$ cat config.mk
export PLATFORM = sky130hd
export DESIGN_NAME = polyline_rect_clipper
export DESIGN_NICKNAME = d
export VERILOG_FILES = /design/src/design/prc_pkg.sv /design/src/design/prc_muldiv.sv /design/src/design/polyline_rect_clipper.sv
export SDC_FILE = /design/constraint.sdc
export NUM_CORES = 2
export LEC_CHECK = 0
export BUFFER_PORTS_ARGS = -buffer_cell sky130_fd_sc_hd__buf_2
export CAP_MARGIN = 20
export CORE_MARGIN = 1
export CORE_UTILIZATION = 45
export DETAILED_ROUTE_END_ITERATION = 10
export GPL_TIMING_DRIVEN = 0
export HOLD_SLACK_MARGIN = 0.12
export PLACE_DENSITY = 0.66
export RECOVER_POWER = 100
export SYNTH_ARGS = -nofsm -noshare
export SYNTH_HDL_FRONTEND = slang
export SYNTH_HIERARCHICAL = 1
export SYNTH_SLANG_ARGS = --single-unit
$ cat constraint.sdc
create_clock -name clk_i -period 11.7 [get_ports clk_i]
set_input_delay 2.925 -clock clk_i [delete_from_list [all_inputs] [get_ports clk_i]]
set_output_delay 2.925 -clock clk_i [all_outputs]
set_load 0.02 [all_outputs]
$ cat src/design/prc_pkg.sv
`timescale 1ns / 1ps
// ----------------------------------------------------------------------------
// Polyline rectangle clipper package
// Word types, register indexes and command types shared by the clipper files.
// ----------------------------------------------------------------------------
package prc_pkg;

  localparam int unsigned CfgIdxWidth  = 3;
  localparam int unsigned CfgDataWidth = 16;

  localparam logic [CfgIdxWidth-1:0] CfgClipLeft   = 3'd0;
  localparam logic [CfgIdxWidth-1:0] CfgClipTop    = 3'd1;
  localparam logic [CfgIdxWidth-1:0] CfgClipWidth  = 3'd2;
  localparam logic [CfgIdxWidth-1:0] CfgClipHeight = 3'd3;
  localparam logic [CfgIdxWidth-1:0] CfgShiftX     = 3'd4;
  localparam logic [CfgIdxWidth-1:0] CfgShiftY     = 3'd5;
  localparam logic [CfgIdxWidth-1:0] CfgZoom       = 3'd6;

  localparam logic [CfgDataWidth-1:0] ZoomReset = 16'd256;
  localparam int unsigned ZoomFracBits = 8;

  typedef struct packed {
    logic signed [15:0] vertex_x;
    logic signed [15:0] vertex_y;
    logic               new_line;
  } prc_in_t;

  typedef struct packed {
    logic signed [31:0] start_x;
    logic signed [31:0] start_y;
    logic signed [31:0] end_x;
    logic signed [31:0] end_y;
  } prc_out_t;

  typedef struct packed {
    logic mul;
    logic div;
  } prc_cmd_t;

endpackage

$ cat src/design/prc_muldiv.sv
`timescale 1ns / 1ps
// ----------------------------------------------------------------------------
// Shared multiply and divide unit
// One registered multiplier followed by a restoring divider that retires one
// quotient bit per cycle and rounds to nearest, ties away from zero.
// ----------------------------------------------------------------------------
module prc_muldiv #(
  parameter int unsigned MagWidth = 24
) (
  input  logic                    clk_i,
  input  logic                    rst_ni,
  input  prc_pkg::prc_cmd_t       cmd_i,
  input  logic [MagWidth-1:0]     opa_i,
  input  logic [MagWidth-1:0]     opb_i,
  input  logic [MagWidth-1:0]     den_i,
  output logic [2*MagWidth-1:0]   prod_o,
  output logic [MagWidth-1:0]     quot_o,
  output logic                    done_o
);
  import prc_pkg::*;

  localparam int unsigned CntWidth = $clog2(MagWidth + 1);

  logic [2*MagWidth-1:0] prod_q;
  logic [2*MagWidth-1:0] mul_res;
  logic [MagWidth-1:0]   rem_q;
  logic [MagWidth-1:0]   lo_q;
  logic [MagWidth-1:0]   quo_q;
  logic [CntWidth-1:0]   cnt_q;
  logic                  busy_q;
  logic                  done_q;
  logic [MagWidth:0]     trial;
  logic                  step_bit;
  logic [MagWidth-1:0]   step_rem;
  logic                  round_up;

  assign mul_res  = opa_i * opb_i;
  assign trial    = {rem_q, lo_q[MagWidth-1]};
  assign step_bit = trial >= {1'b0, den_i};
  assign step_rem = step_bit ? MagWidth'(trial - {1'b0, den_i}) : trial[MagWidth-1:0];
  assign round_up = {rem_q, 1'b0} >= {1'b0, den_i};

  assign prod_o = prod_q;
  assign quot_o = quo_q + MagWidth'(round_up);
  assign done_o = done_q;

  always_ff @(posedge clk_i or negedge rst_ni) begin
    if (!rst_ni) begin
      prod_q <= '0;
      rem_q  <= '0;
      lo_q   <= '0;
      quo_q  <= '0;
      cnt_q  <= '0;
      busy_q <= 1'b0;
      done_q <= 1'b0;
    end else begin
      done_q <= 1'b0;
      if (cmd_i.mul) begin
        prod_q <= mul_res;
      end
      if (cmd_i.div) begin
        busy_q <= 1'b1;
        cnt_q  <= CntWidth'(MagWidth);
        rem_q  <= prod_q[2*MagWidth-1:MagWidth];
        lo_q   <= prod_q[MagWidth-1:0];
        quo_q  <= '0;
      end else if (busy_q) begin
        rem_q <= step_rem;
        lo_q  <= {lo_q[MagWidth-2:0], 1'b0};
        quo_q <= {quo_q[MagWidth-2:0], step_bit};
        cnt_q <= cnt_q - CntWidth'(1);
        if (cnt_q == CntWidth'(1)) begin
          busy_q <= 1'b0;
          done_q <= 1'b1;
        end
      end
    end
  end

  // The quotient fits the magnitude width, so the partial remainder stays below the divisor.
  assert property (@(posedge clk_i) disable iff (!rst_ni) busy_q |-> rem_q < den_i)
    else $error("remainder reached the divisor during division");
  assert property (@(posedge clk_i) disable iff (!rst_ni) done_q |-> $past(busy_q))
    else $error("division finished without running");
  assert property (@(posedge clk_i) disable iff (!rst_ni) busy_q |-> !cmd_i.mul)
    else $error("product overwritten during division");

endmodule

$ cat src/design/polyline_rect_clipper.sv
`timescale 1ns / 1ps
// A vertex that opens a polyline is taken while idle and gives no word. Each
// crossed edge of a segment adds a multiply and a division on the bit-serial
// divider of the shared unit.
// One vertex is worked on at a time; the input stalls until its segment is done.
// Reset clears the previous vertex and sets the registers to their reset values.
// ----------------------------------------------------------------------------
// Polyline rectangle clipper
// Clips polyline segments against a rectangle edge by edge, then scales and
// offsets the visible segment, using one shared multiply and divide unit.
// ----------------------------------------------------------------------------
module polyline_rect_clipper #(
  parameter int unsigned FRACTION_BITS = 8
) (
  input  logic                                clk_i,
  input  logic                                rst_ni,
  input  logic                                cfg_we_i,
  input  logic [prc_pkg::CfgIdxWidth-1:0]     cfg_idx_i,
  input  logic [prc_pkg::CfgDataWidth-1:0]    cfg_wdata_i,
  input  logic                                in_valid_i,
  output logic                                in_stall_o,
  input  prc_pkg::prc_in_t                    in_word_i,
  output logic                                out_valid_o,
  input  logic                                out_stall_i,
  output prc_pkg::prc_out_t                   out_word_o
);
  import prc_pkg::*;

  localparam int unsigned CW = FRACTION_BITS + 16;
  localparam int unsigned MW = CW;
  localparam int unsigned EW = FRACTION_BITS + 18;
  localparam int unsigned DW = FRACTION_BITS + 19;
  localparam int unsigned SW = 2 * MW + 1;
  localparam int unsigned RW = 2 * MW + 3;
  localparam logic signed [RW-1:0] SatHi = {{(RW-31){1'b0}}, {31{1'b1}}};
  localparam logic signed [RW-1:0] SatLo = {{(RW-31){1'b1}}, {31{1'b0}}};
  localparam logic signed [RW-1:0] RoundBias = RW'(1 << (ZoomFracBits - 1));

  typedef enum logic [3:0] {
    SIdle, SEdge, SMul, SDivStart, SDivWait, SFix, SScaleMul, SScaleAdd, SPush
  } state_e;

  typedef enum logic [1:0] {EdgeLeft, EdgeRight, EdgeTop, EdgeBottom} edge_e;

  state_e state_q;
  edge_e  edge_q;
  logic [1:0] sidx_q;

  logic signed [15:0] clip_left_q, clip_top_q, shift_x_q, shift_y_q;
  logic [15:0] clip_width_q, clip_height_q, zoom_q;

  logic signed [15:0] prior_x_q, prior_y_q;
  logic prior_valid_q;
  logic signed [CW-1:0] ax_q, ay_q, bx_q, by_q;
  logic signed [31:0] res_q [4];
  logic out_valid_q;
  prc_out_t out_q;

  logic edge_is_x, inside_hi;
  logic signed [17:0] x_lo, x_hi, y_lo, y_hi, edge_pos18;
  logic signed [EW-1:0] edge_pos;
  logic signed [CW-1:0] a_perp, b_perp, a_par, b_par;
  logic signed [DW-1:0] d0, d1;
  logic d0_pos, d0_neg, d1_pos, d1_neg, drop, pass;
  logic signed [CW:0] delta, dperp;
  logic [MW-1:0] mag_delta, mag_d0, den;
  logic signed [CW:0] p_par_wide;
  logic signed [CW-1:0] p_par, p_perp;
  logic signed [CW-1:0] p_sel;
  logic [MW-1:0] mag_p;
  logic signed [15:0] shift_sel;
  logic scaling;
  logic signed [SW-1:0] sprod;
  logic signed [RW-1:0] rnd, scaled;
  logic signed [31:0] sat_val;

  prc_cmd_t cmd;
  logic [MW-1:0] opa, opb;
  logic [2*MW-1:0] prod;
  logic [MW-1:0] quot;
  logic div_done;

  always_comb begin
    edge_is_x = (edge_q == EdgeLeft) || (edge_q == EdgeRight);
    inside_hi = (edge_q == EdgeLeft) || (edge_q == EdgeTop);
    x_lo = 18'(clip_left_q);
    x_hi = x_lo + 18'(clip_width_q);
    y_lo = 18'(clip_top_q);
    y_hi = y_lo + 18'(clip_height_q);
    unique case (edge_q)
      EdgeLeft:   edge_pos18 = x_lo;
      EdgeRight:  edge_pos18 = x_hi;
      EdgeTop:    edge_pos18 = y_lo;
      EdgeBottom: edge_pos18 = y_hi;
      default:    edge_pos18 = x_lo;
    endcase
    edge_pos = {edge_pos18, {FRACTION_BITS{1'b0}}};

    a_perp = edge_is_x ? ax_q : ay_q;
    b_perp = edge_is_x ? bx_q : by_q;
    a_par  = edge_is_x ? ay_q : ax_q;
    b_par  = edge_is_x ? by_q : bx_q;

    d0 = inside_hi ? DW'(a_perp) - DW'(edge_pos) : DW'(edge_pos) - DW'(a_perp);
    d1 = inside_hi ? DW'(b_perp) - DW'(edge_pos) : DW'(edge_pos) - DW'(b_perp);
    d0_neg = d0[DW-1];
    d1_neg = d1[DW-1];
    d0_pos = !d0_neg && (d0 != '0);
    d1_pos = !d1_neg && (d1 != '0);
    drop = !d0_pos && !d1_pos;
    pass = !d0_neg && !d1_neg;

    delta = (CW+1)'(b_par) - (CW+1)'(a_par);
    dperp = (CW+1)'(a_perp) - (CW+1)'(b_perp);
    mag_delta = delta[CW] ? MW'(-delta) : MW'(delta);
    den = dperp[CW] ? MW'(-dperp) : MW'(dperp);
    mag_d0 = d0_neg ? MW'(-d0) : MW'(d0);

    p_par_wide = delta[CW] ? (CW+1)'(a_par) - (CW+1)'(quot)
                           : (CW+1)'(a_par) + (CW+1)'(quot);
    p_par  = p_par_wide[CW-1:0];
    p_perp = edge_pos[CW-1:0];

    unique case (sidx_q)
      2'd0:    p_sel = ax_q;
      2'd1:    p_sel = ay_q;
      2'd2:    p_sel = bx_q;
      default: p_sel = by_q;
    endcase
    shift_sel = sidx_q[0] ? shift_y_q : shift_x_q;
    mag_p = p_sel[CW-1] ? MW'(-p_sel) : MW'(p_sel);

    scaling = (state_q == SScaleMul) || (state_q == SScaleAdd);
    opa = scaling ? mag_p : mag_d0;
    opb = scaling ? MW'(zoom_q) : mag_delta;
    cmd.mul = (state_q == SMul) || (state_q == SScaleMul);
    cmd.div = (state_q == SDivStart);

    sprod = p_sel[CW-1] ? -SW'(prod) : SW'(prod);
    rnd = RW'(sprod) + RoundBias;
    scaled = (rnd >>> ZoomFracBits) + (RW'(shift_sel) <<< FRACTION_BITS);
    if (scaled > SatHi) begin
      sat_val = 32'sh7fffffff;
    end else if (scaled < SatLo) begin
      sat_val = 32'sh80000000;
    end else begin
      sat_val = scaled[31:0];
    end
  end

  prc_muldiv #(
    .MagWidth(MW)
  ) u_muldiv (
    .clk_i  (clk_i),
    .rst_ni (rst_ni),
    .cmd_i  (cmd),
    .opa_i  (opa),
    .opb_i  (opb),
    .den_i  (den),
    .prod_o (prod),
    .quot_o (quot),
    .done_o (div_done)
  );

  always_ff @(posedge clk_i or negedge rst_ni) begin
    if (!rst_ni) begin
      clip_left_q   <= '0;
      clip_top_q    <= '0;
      clip_width_q  <= '0;
      clip_height_q <= '0;
      shift_x_q     <= '0;
      shift_y_q     <= '0;
      zoom_q        <= ZoomReset;
    end else if (cfg_we_i) begin
      unique case (cfg_idx_i)
        CfgClipLeft:   clip_left_q   <= cfg_wdata_i;
        CfgClipTop:    clip_top_q    <= cfg_wdata_i;
        CfgClipWidth:  clip_width_q  <= cfg_wdata_i;
        CfgClipHeight: clip_height_q <= cfg_wdata_i;
        CfgShiftX:     shift_x_q     <= cfg_wdata_i;
        CfgShiftY:     shift_y_q     <= cfg_wdata_i;
        CfgZoom:       zoom_q        <= cfg_wdata_i;
        default: ;
      endcase
    end
  end

  always_ff @(posedge clk_i or negedge rst_ni) begin
    if (!rst_ni) begin
      state_q       <= SIdle;
      edge_q        <= EdgeLeft;
      sidx_q        <= '0;
      prior_x_q     <= '0;
      prior_y_q     <= '0;
      prior_valid_q <= 1'b0;
      ax_q          <= '0;
      ay_q          <= '0;
      bx_q          <= '0;
      by_q          <= '0;
      res_q         <= '{default: '0};
      out_valid_q   <= 1'b0;
      out_q         <= '0;
    end else begin
      if (out_valid_q && !out_stall_i && (state_q != SPush)) begin
        out_valid_q <= 1'b0;
      end
      unique case (state_q)
        SIdle: begin
          if (in_valid_i) begin
            prior_x_q     <= in_word_i.vertex_x;
            prior_y_q     <= in_word_i.vertex_y;
            prior_valid_q <= 1'b1;
            if (!in_word_i.new_line && prior_valid_q) begin
              ax_q    <= {prior_x_q, 1'b1, {(FRACTION_BITS-1){1'b0}}};
              ay_q    <= {prior_y_q, 1'b1, {(FRACTION_BITS-1){1'b0}}};
              bx_q    <= {in_word_i.vertex_x, 1'b1, {(FRACTION_BITS-1){1'b0}}};
              by_q    <= {in_word_i.vertex_y, 1'b1, {(FRACTION_BITS-1){1'b0}}};
              edge_q  <= EdgeLeft;
              state_q <= SEdge;
            end
          end
        end
        SEdge: begin
          if (drop) begin
            state_q <= SIdle;
          end else if (pass) begin
            if (edge_q == EdgeBottom) begin
              sidx_q  <= '0;
              state_q <= SScaleMul;
            end else begin
              edge_q <= edge_e'(edge_q + 2'd1);
            end
          end else begin
            state_q <= SMul;
          end
        end
        SMul: begin
          state_q <= SDivStart;
        end
        SDivStart: begin
          state_q <= SDivWait;
        end
        SDivWait: begin
          if (div_done) begin
            state_q <= SFix;
          end
        end
        SFix: begin
          if (d0_pos) begin
            if (edge_is_x) begin
              bx_q <= p_perp;
              by_q <= p_par;
            end else begin
              bx_q <= p_par;
              by_q <= p_perp;
            end
          end else begin
            if (edge_is_x) begin
              ax_q <= p_perp;
              ay_q <= p_par;
            end else begin
              ax_q <= p_par;
              ay_q <= p_perp;
            end
          end
          if (edge_q == EdgeBottom) begin
            sidx_q  <= '0;
            state_q <= SScaleMul;
          end else begin
            edge_q  <= edge_e'(edge_q + 2'd1);
            state_q <= SEdge;
          end
        end
        SScaleMul: begin
          state_q <= SScaleAdd;
        end
        SScaleAdd: begin
          res_q[sidx_q] <= sat_val;
          if (sidx_q == 2'd3) begin
            state_q <= SPush;
          end else begin
            sidx_q  <= sidx_q + 2'd1;
            state_q <= SScaleMul;
          end
        end
        SPush: begin
          if (!out_valid_q || !out_stall_i) begin
            out_q.start_x <= res_q[0];
            out_q.start_y <= res_q[1];
            out_q.end_x   <= res_q[2];
            out_q.end_y   <= res_q[3];
            out_valid_q   <= 1'b1;
            state_q       <= SIdle;
          end
        end
        default: begin
          state_q <= SIdle;
        end
      endcase
    end
  end

  assign in_stall_o  = (state_q != SIdle);
  assign out_valid_o = out_valid_q;
  assign out_word_o  = out_q;

  // A new word appears only when a finished segment is loaded.
  assert property (@(posedge clk_i) disable iff (!rst_ni)
    $rose(out_valid_q) |-> $past(state_q == SPush))
    else $error("output word raised outside the load step");
  // The intersection stays between the two endpoints.
  assert property (@(posedge clk_i) disable iff (!rst_ni)
    state_q == SFix |-> quot <= mag_delta)
    else $error("intersection quotient exceeds the segment extent");
  // Segment work only starts once a previous vertex exists.
  assert property (@(posedge clk_i) disable iff (!rst_ni)
    state_q != SIdle |-> prior_valid_q)
    else $error("segment processed without a previous vertex");

endmodule
; ---- Word-level counts from Yosys, hierarchy flattened
; Index checks and enable logic that the tools add are counted.
[op_classes]
addsub = 22
n_mul = 1
magnitude_cmp = 6
eq_ne = 32
muxes = 79
n_bitwise = 1
n_reduce_logical = 45
[ops]
columns = op, count
row1 = two-way mux 24 bit, 32
row2 = case mux 24 bit (2 select lines), 4
row3 = bitwise mux 128 bit, 1
row4 = two-way mux 32 bit, 3
row5 = negation 24 bit, 4
row6 = case mux 18 bit (4 select lines), 1
row7 = case mux 24 bit (3 select lines), 1
row8 = demux 32 bit (select 2 bit), 1
row9 = two-way mux 27 bit, 2
row10 = nonzero test 27 bit, 2
row11 = subtractor 24 x 26 -> 27 bit, 2
row12 = subtractor 26 x 24 -> 27 bit, 2
row13 = "adder 49 x 9 -> 50 bit, second input constant", 1
row14 = greater-or-equal comparator 25 x 24 -> 1 bit, 2
row15 = subtractor 24 x 24 -> 25 bit, 2
row16 = two-way mux 49 bit, 1
row17 = negation 48 -> 49 bit, 1
row18 = multiplier 24 x 24 -> 48 bit, 1
row19 = subtractor 24 bit, 2
row20 = adder 42 x 24 -> 43 bit, 1
row21 = "> comparator 43 x 32 -> 1 bit, second input constant", 1
row22 = "< comparator 43 x 32 -> 1 bit, second input constant", 1
row23 = adder 16 x 17 -> 18 bit, 2
row24 = case mux 4 bit (9 select lines), 1
row25 = 39 further kinds, 115
[word_totals]
regBits = 633
in_bits = 57
elab_cells = 219

; ---- Longest topological paths before layout
[depth]
word_depth = 13
ltp_mapped = 55
ltp_nobuf = 49

; ---- By module
; The synthesis kept the hierarchy.
[modules_own_cells]
columns = mod, n_inst, cells_each, area_each_um2
row1 = polyline_rect_clipper, 1, 4543, 39775.6
row2 = prc_muldiv, 1, 2899, 26065.0

; ---- Worst setup path before layout
; No wires, ideal clock.
[synth_path]
kind = reg-to-reg
startpoint = register edge_q[1]
endpoint = register u_muldiv.prod_q[38] (netlist: u_muldiv/prod_o[38])
setup_time_ns = 0.125
t_arrival_ns = 11.874
required_ns = 11.575
slack_ns = -0.299
stages_incl_launch_ff = 51
path_buffers = 10
synth_period_minus_slack_ns = 11.999
cell_sequence = dfrtp_1 buf_6 buf_6 buf_6 buf_2 clkinv_1 ha_1 clkbuf_1 inv_1 clkbuf_1 buf_1 mux2i_1 inv_1 ha_1 nand4_1 or2_2 o31a_1 o211ai_1 [... 15 more ...] inv_1 fa_1 inv_1 fa_1 inv_1 fa_1 inv_1 fa_1 inv_1 ha_1 o21ai_0 o21ai_1 a221oi_2 and2_1 o41ai_2 or3_1 xor2_1 mux2_2
[synth_via]
elab_chain_len = 9
elab_cells_between_ends = 21
classes_between = add/sub (5) / mul (1) / eq/ne (3) / mux (9) / reduce/logical (3)
[synth_lines]
columns = element, line_no
row1 = "start, declared", polyline_rect_clipper.sv:46  ; edge_e edge_q;
row2 = "start signal, assigned", polyline_rect_clipper.sv:191  ; edge_q <= EdgeLeft;
row3 = "start signal, assigned", polyline_rect_clipper.sv:218  ; edge_q <= EdgeLeft;
row4 = "start signal, assigned", polyline_rect_clipper.sv:231  ; edge_q <= edge_e'(edge_q + 2'd1);
row5 = "parallel branches: the longest is 4 deep, another holds subtractor 26 x 24 -> 27 bit", n/a
row6 = two-way mux 27 bit *, polyline_rect_clipper.sv:104  ; d0 = inside_hi ? DW'(a_perp) - DW'(edge_pos) : DW'(edge_pos) - DW'(a_perp);
row7 = negation 24 bit, polyline_rect_clipper.sv:117  ; mag_d0 = d0_neg ? MW'(-d0) : MW'(d0);
row8 = two-way mux 24 bit *, polyline_rect_clipper.sv:117
row9 = two-way mux 24 bit *, polyline_rect_clipper.sv:134  ; opa = scaling ? mag_p : mag_d0;
row10 = net opa[11], polyline_rect_clipper.sv:78  ; logic [MW-1:0] opa, opb;
row11 = multiplier 24 x 24 -> 48 bit *, prc_muldiv.sv:37  ; assign mul_res = opa_i * opb_i;
row12 = "end signal, assigned", prc_muldiv.sv:59  ; prod_q <= mul_res;
row13 = "end, declared", prc_muldiv.sv:24  ; logic [2*MagWidth-1:0] prod_q;
; Mark *: on every way through the listed nets, which the timed path passes.
; A chain may end at the register's enable or synchronous reset.

; ---- Worst setup path in the final report
[layout_path]
startpoint = register clip_height_q[0]
endpoint = register u_muldiv.prod_q[42] (netlist: u_muldiv/prod_o[42])
[layout_via]
elab_chain_len = 8
elab_cells_between_ends = 9
classes_between = add/sub (4) / mul (1) / mux (4)
[layout_lines]
columns = element, line_no
row1 = "start, declared", polyline_rect_clipper.sv:50  ; logic [15:0] clip_width_q, clip_height_q, zoom_q;
row2 = "start signal, assigned", polyline_rect_clipper.sv:179  ; CfgClipHeight: clip_height_q <= cfg_wdata_i;
row3 = adder 16 x 17 -> 18 bit *, polyline_rect_clipper.sv:89  ; y_hi = y_lo + 18'(clip_height_q);
row4 = case mux 18 bit (4 select lines) *, polyline_rect_clipper.sv:90  ; unique case (edge_q)
row5 = subtractor 26 x 24 -> 27 bit / subtractor 24 x 26 -> 27 bit (equally long branches), polyline_rect_clipper.sv:104
row6 = two-way mux 27 bit *, polyline_rect_clipper.sv:104
row7 = negation 24 bit, polyline_rect_clipper.sv:117
row8 = two-way mux 24 bit *, polyline_rect_clipper.sv:117
row9 = two-way mux 24 bit *, polyline_rect_clipper.sv:134
row10 = net opa[23], polyline_rect_clipper.sv:78
row11 = multiplier 24 x 24 -> 48 bit *, prc_muldiv.sv:37
; The timed path passes the listed nets; every way through them passes the cells marked *.

==> results.py <==
metrics = {
    "detailed_routing": {
        "firstDrtPassIters": 8,
        "routed_wirelength_um": 258000,
        "vias_per_cell": 6.07,
        "drcViolationCount": 0,
        "drt_iter0_drc": 6175,
        "wire_per_inst_um": 26.1,
        "route.vias.total": 59922,
        "antenna_left": 0,
    },
    "sta": {
        "slew_viol_final": 442,
        "hold_viol": 0,
        "achievable-frequency_mhz": 84.7,
        "setup-violations-final": 5,
        "timing.setup.tns_ps": -247,
        "relSlewSlack": -2.95,
        "worst_pin_slew_ps": 5920,
        "setup_ws_ps": -103,
        "skew_ps": 104,
        "fin_crit_ps": 11800,
        "rsz0062_at_grt": "true",
        "post-route-period-util": 1.01,
    },
    "logic_synthesis": {
        "async_flop_share": 1.00,
        "ys_top_cells_by_area": "dfrtp_1 24%, fa_1 15%, ha_1 8.1%",
        "syn_area_um2": 65800,
        "synth.net_count": 8418,
        "ys_seq_area_frac": 0.241,
        "ys_warn_count": 6,
        "synth_xor_area_frac": 0.0516,
        "synth_top_cell_by_area": "dfrtp_1",
        "syn_avg_cell_area_um2": 8.85,
        "synth_top_family_by_area": "adder cells",
        "synth_common_cells": "828 x nand2_1, 757 x inv_1, 632 x dfrtp_1, 491 x fa_1, 467 x a21oi_1",
        "synth-simple-area-share": 0.157,
        "synth_edf_count": 0,
        "synth.most_common_cell": "nand2_1",
        "synthFlopType": "dfrtp_1",
        "synth_top_area_share": 0.240,
        "synth-compound-area-share": 0.161,
        "netlist_instances": 7442,
        "synth_fa_ha_area_frac": 0.231,
        "synth_seq_cells": 633,
        "yosysUniqueCellTypes": 105,
        "synthMuxAreaShare": 0.0911,
    },
    "worst_setup_path": {
        "crit_required_ps": 12260,
        "cp_max_fo": 7,
        "slowest_delay_ps": 670,
        "critPathKind": "register to register",
        "cp-start-kind": "register",
        "crit_slowest_cell": "fa_2",
        "rr_worst_depth": 46,
        "reg2reg_from": "clip_height_q[0]",
        "crit_top_cell": "fa_1",
        "arrival_ps": 12360,
        "r2r-end": "u_muldiv/prod_o[42]",
        "reg2reg_slack_ps": -100,
        "endpoint_kind": "register",
    },
    "min_path": {
        "hp-class": "register to register",
        "min_from": "prior_valid_q",
        "holdPathStages": 1,
        "whs_endpoint": "prior_valid_q",
    },
    "clocking": {
        "cts_root_buf": "clkbuf_16",
        "path_clk_slew_ps": 60,
        "cts_hold_buf": 0,
        "htreeDepth": 3,
        "clk_latency_ps": 750,
        "cts_buffers": 71,
        "clockBufferDepth": 3,
        "cts_tree": "built",
        "cts_num_sinks": 633,
    },
    "global_routing": {
        "groute.usage.overall": 0.342,
        "overflow": 0,
        "grt_pass1_wl_um": 377000,
        "antenna_found_initial": 23,
        "grt_max_degree": 126,
        "first_global_vias": 58123,
    },
    "job": {
        "drv_cap": 4,
    },
    "floorplan": {
        "die_w_um": 385,
        "dieArea_um2": 148000,
        "initial_utilization": 0.456,
        "io_pins": 187,
        "num_rows": 139,
        "coreArea_um2": 144000,
        "die_h_um": 385,
    },
    "layout": {
        "area_delta_synth_final_pct": 16.5,
        "utilization": 0.531,
        "nets": 8873,
        "finalInstanceArea_um2": 76700,
        "layout-drive-gt1-share": 0.174,
    },
    "status": {
        "violations": "capacitance limit, slew limit, setup timing",
        "status": "complete, but fails checks",
    },
    "placed_design": {
        "pre_cts_ws_ps": -4800,
        "port_buffers": 184,
        "place_hpwl_um": 204000,
        "place_area_um2": 69600,
        "gp_congestion": 1.04,
    },
}
[cells by family after synthesis]
kind of cell               count (synthesis)
DFF                                      633
buffers and inverters                   1164
muxes                                    546
AOI/OAI and AO/OA                       1650
and+or+nand+nor                         2142
xor gates and xnor gates                 388
adders and majority gates                919
[metrics by stage]
| step | hold WS [ps] | std cells |
|---|---|---|
| finish | 465 | 9878 |
| global route | 502 | 9862 |
| CTS | 473 | 9788 |
| detailed placement | 457 | 9567 |
| global placement | 455 | 9529 |
| floorplan | 434 | 7442 |
[registers in the layout, summed over array words and instances, names as in the netlist, 24 cells and up]
name	cells
ay_q	24
out_word_o	128
u_muldiv/lo_q	24
ax_q	24
u_muldiv/rem_q	24
u_muldiv/prod_o	48
u_muldiv/quo_q	24
res_q	128
bx_q	24
by_q	24
[layout by cell type (no fill, tap or decap), types with 95 or more instances in the layout]
cell	instances
o21ai_0	315
dfrtp_1	629
nor2_1	375
mux2_2	397
xor2_1	137
nand2_1	819
nand3_1	95
xnor2_1	219
fa_1	467
inv_1	737
mux2i_1	111
nor3_1	98
and2_1	333
a21oi_1	416
a21o_1	101
ha_1	374
clkbuf_1	347
a22oi_1	139
buf_4	189
[repair_timing]
action / 4_1_cts / 5_1_grt
resized for setup: 598 / 294
endpoints found under the setup margin: 183 / 195
gates cloned: 1 / 2
pin swaps: 96 / 159
setup buffers: 115 / 71
[worst max-delay path by stage]
stage	start	to	slack, ps	cells after the start
2_1_floorplan	edge_q[1]	u_muldiv/prod_o[38]	-40	52
3_3_place_gp	rst_ni	u_muldiv/quo_q[6]	-5770	1
3_5_place_dp	edge_q[1]	u_muldiv/prod_o[45]	-4800	49
4_1_cts	clip_left_q[0]	u_muldiv/prod_o[47]	1	50
5_1_grt	clip_height_q[0]	u_muldiv/prod_o[42]	-420	47
6_report	clip_height_q[0]	u_muldiv/prod_o[42]	-100	46
[metal layers]
metal  track usage  wire length (um)
met1         0.442            104000
met2         0.517            112000
met3         0.109             28600
met4         0.158             13300
met5             0               131
[area by class of cell]
cell class	count	area (um2)
clock buffers	85	1940
multi-input cells	5645	48000
inverters	762	2890
repair buffers	412	2670
flip-flops and latches	633	15800
plain buffers	372	2300
diodes	22	55.1
fillers	13401	67700
well taps	1903	2380
clock inverters	44	566
[critical path, delay by kind of cell, from the launching register on]
kind | cells | cell delay [ps]
and+or+nand+nor | 7 | 1710
adders and majority gates | 11 | 4530
AOI/OAI and AO/OA | 14 | 2720
DFF | 1 | 420
buffers and inverters | 10 | 1220
muxes | 1 | 300
xor gates and xnor gates | 3 | 760
Power is left out: the tool's default activity adds up to more than one toggle a clock period on the data nets, which glitch-free logic cannot reach.
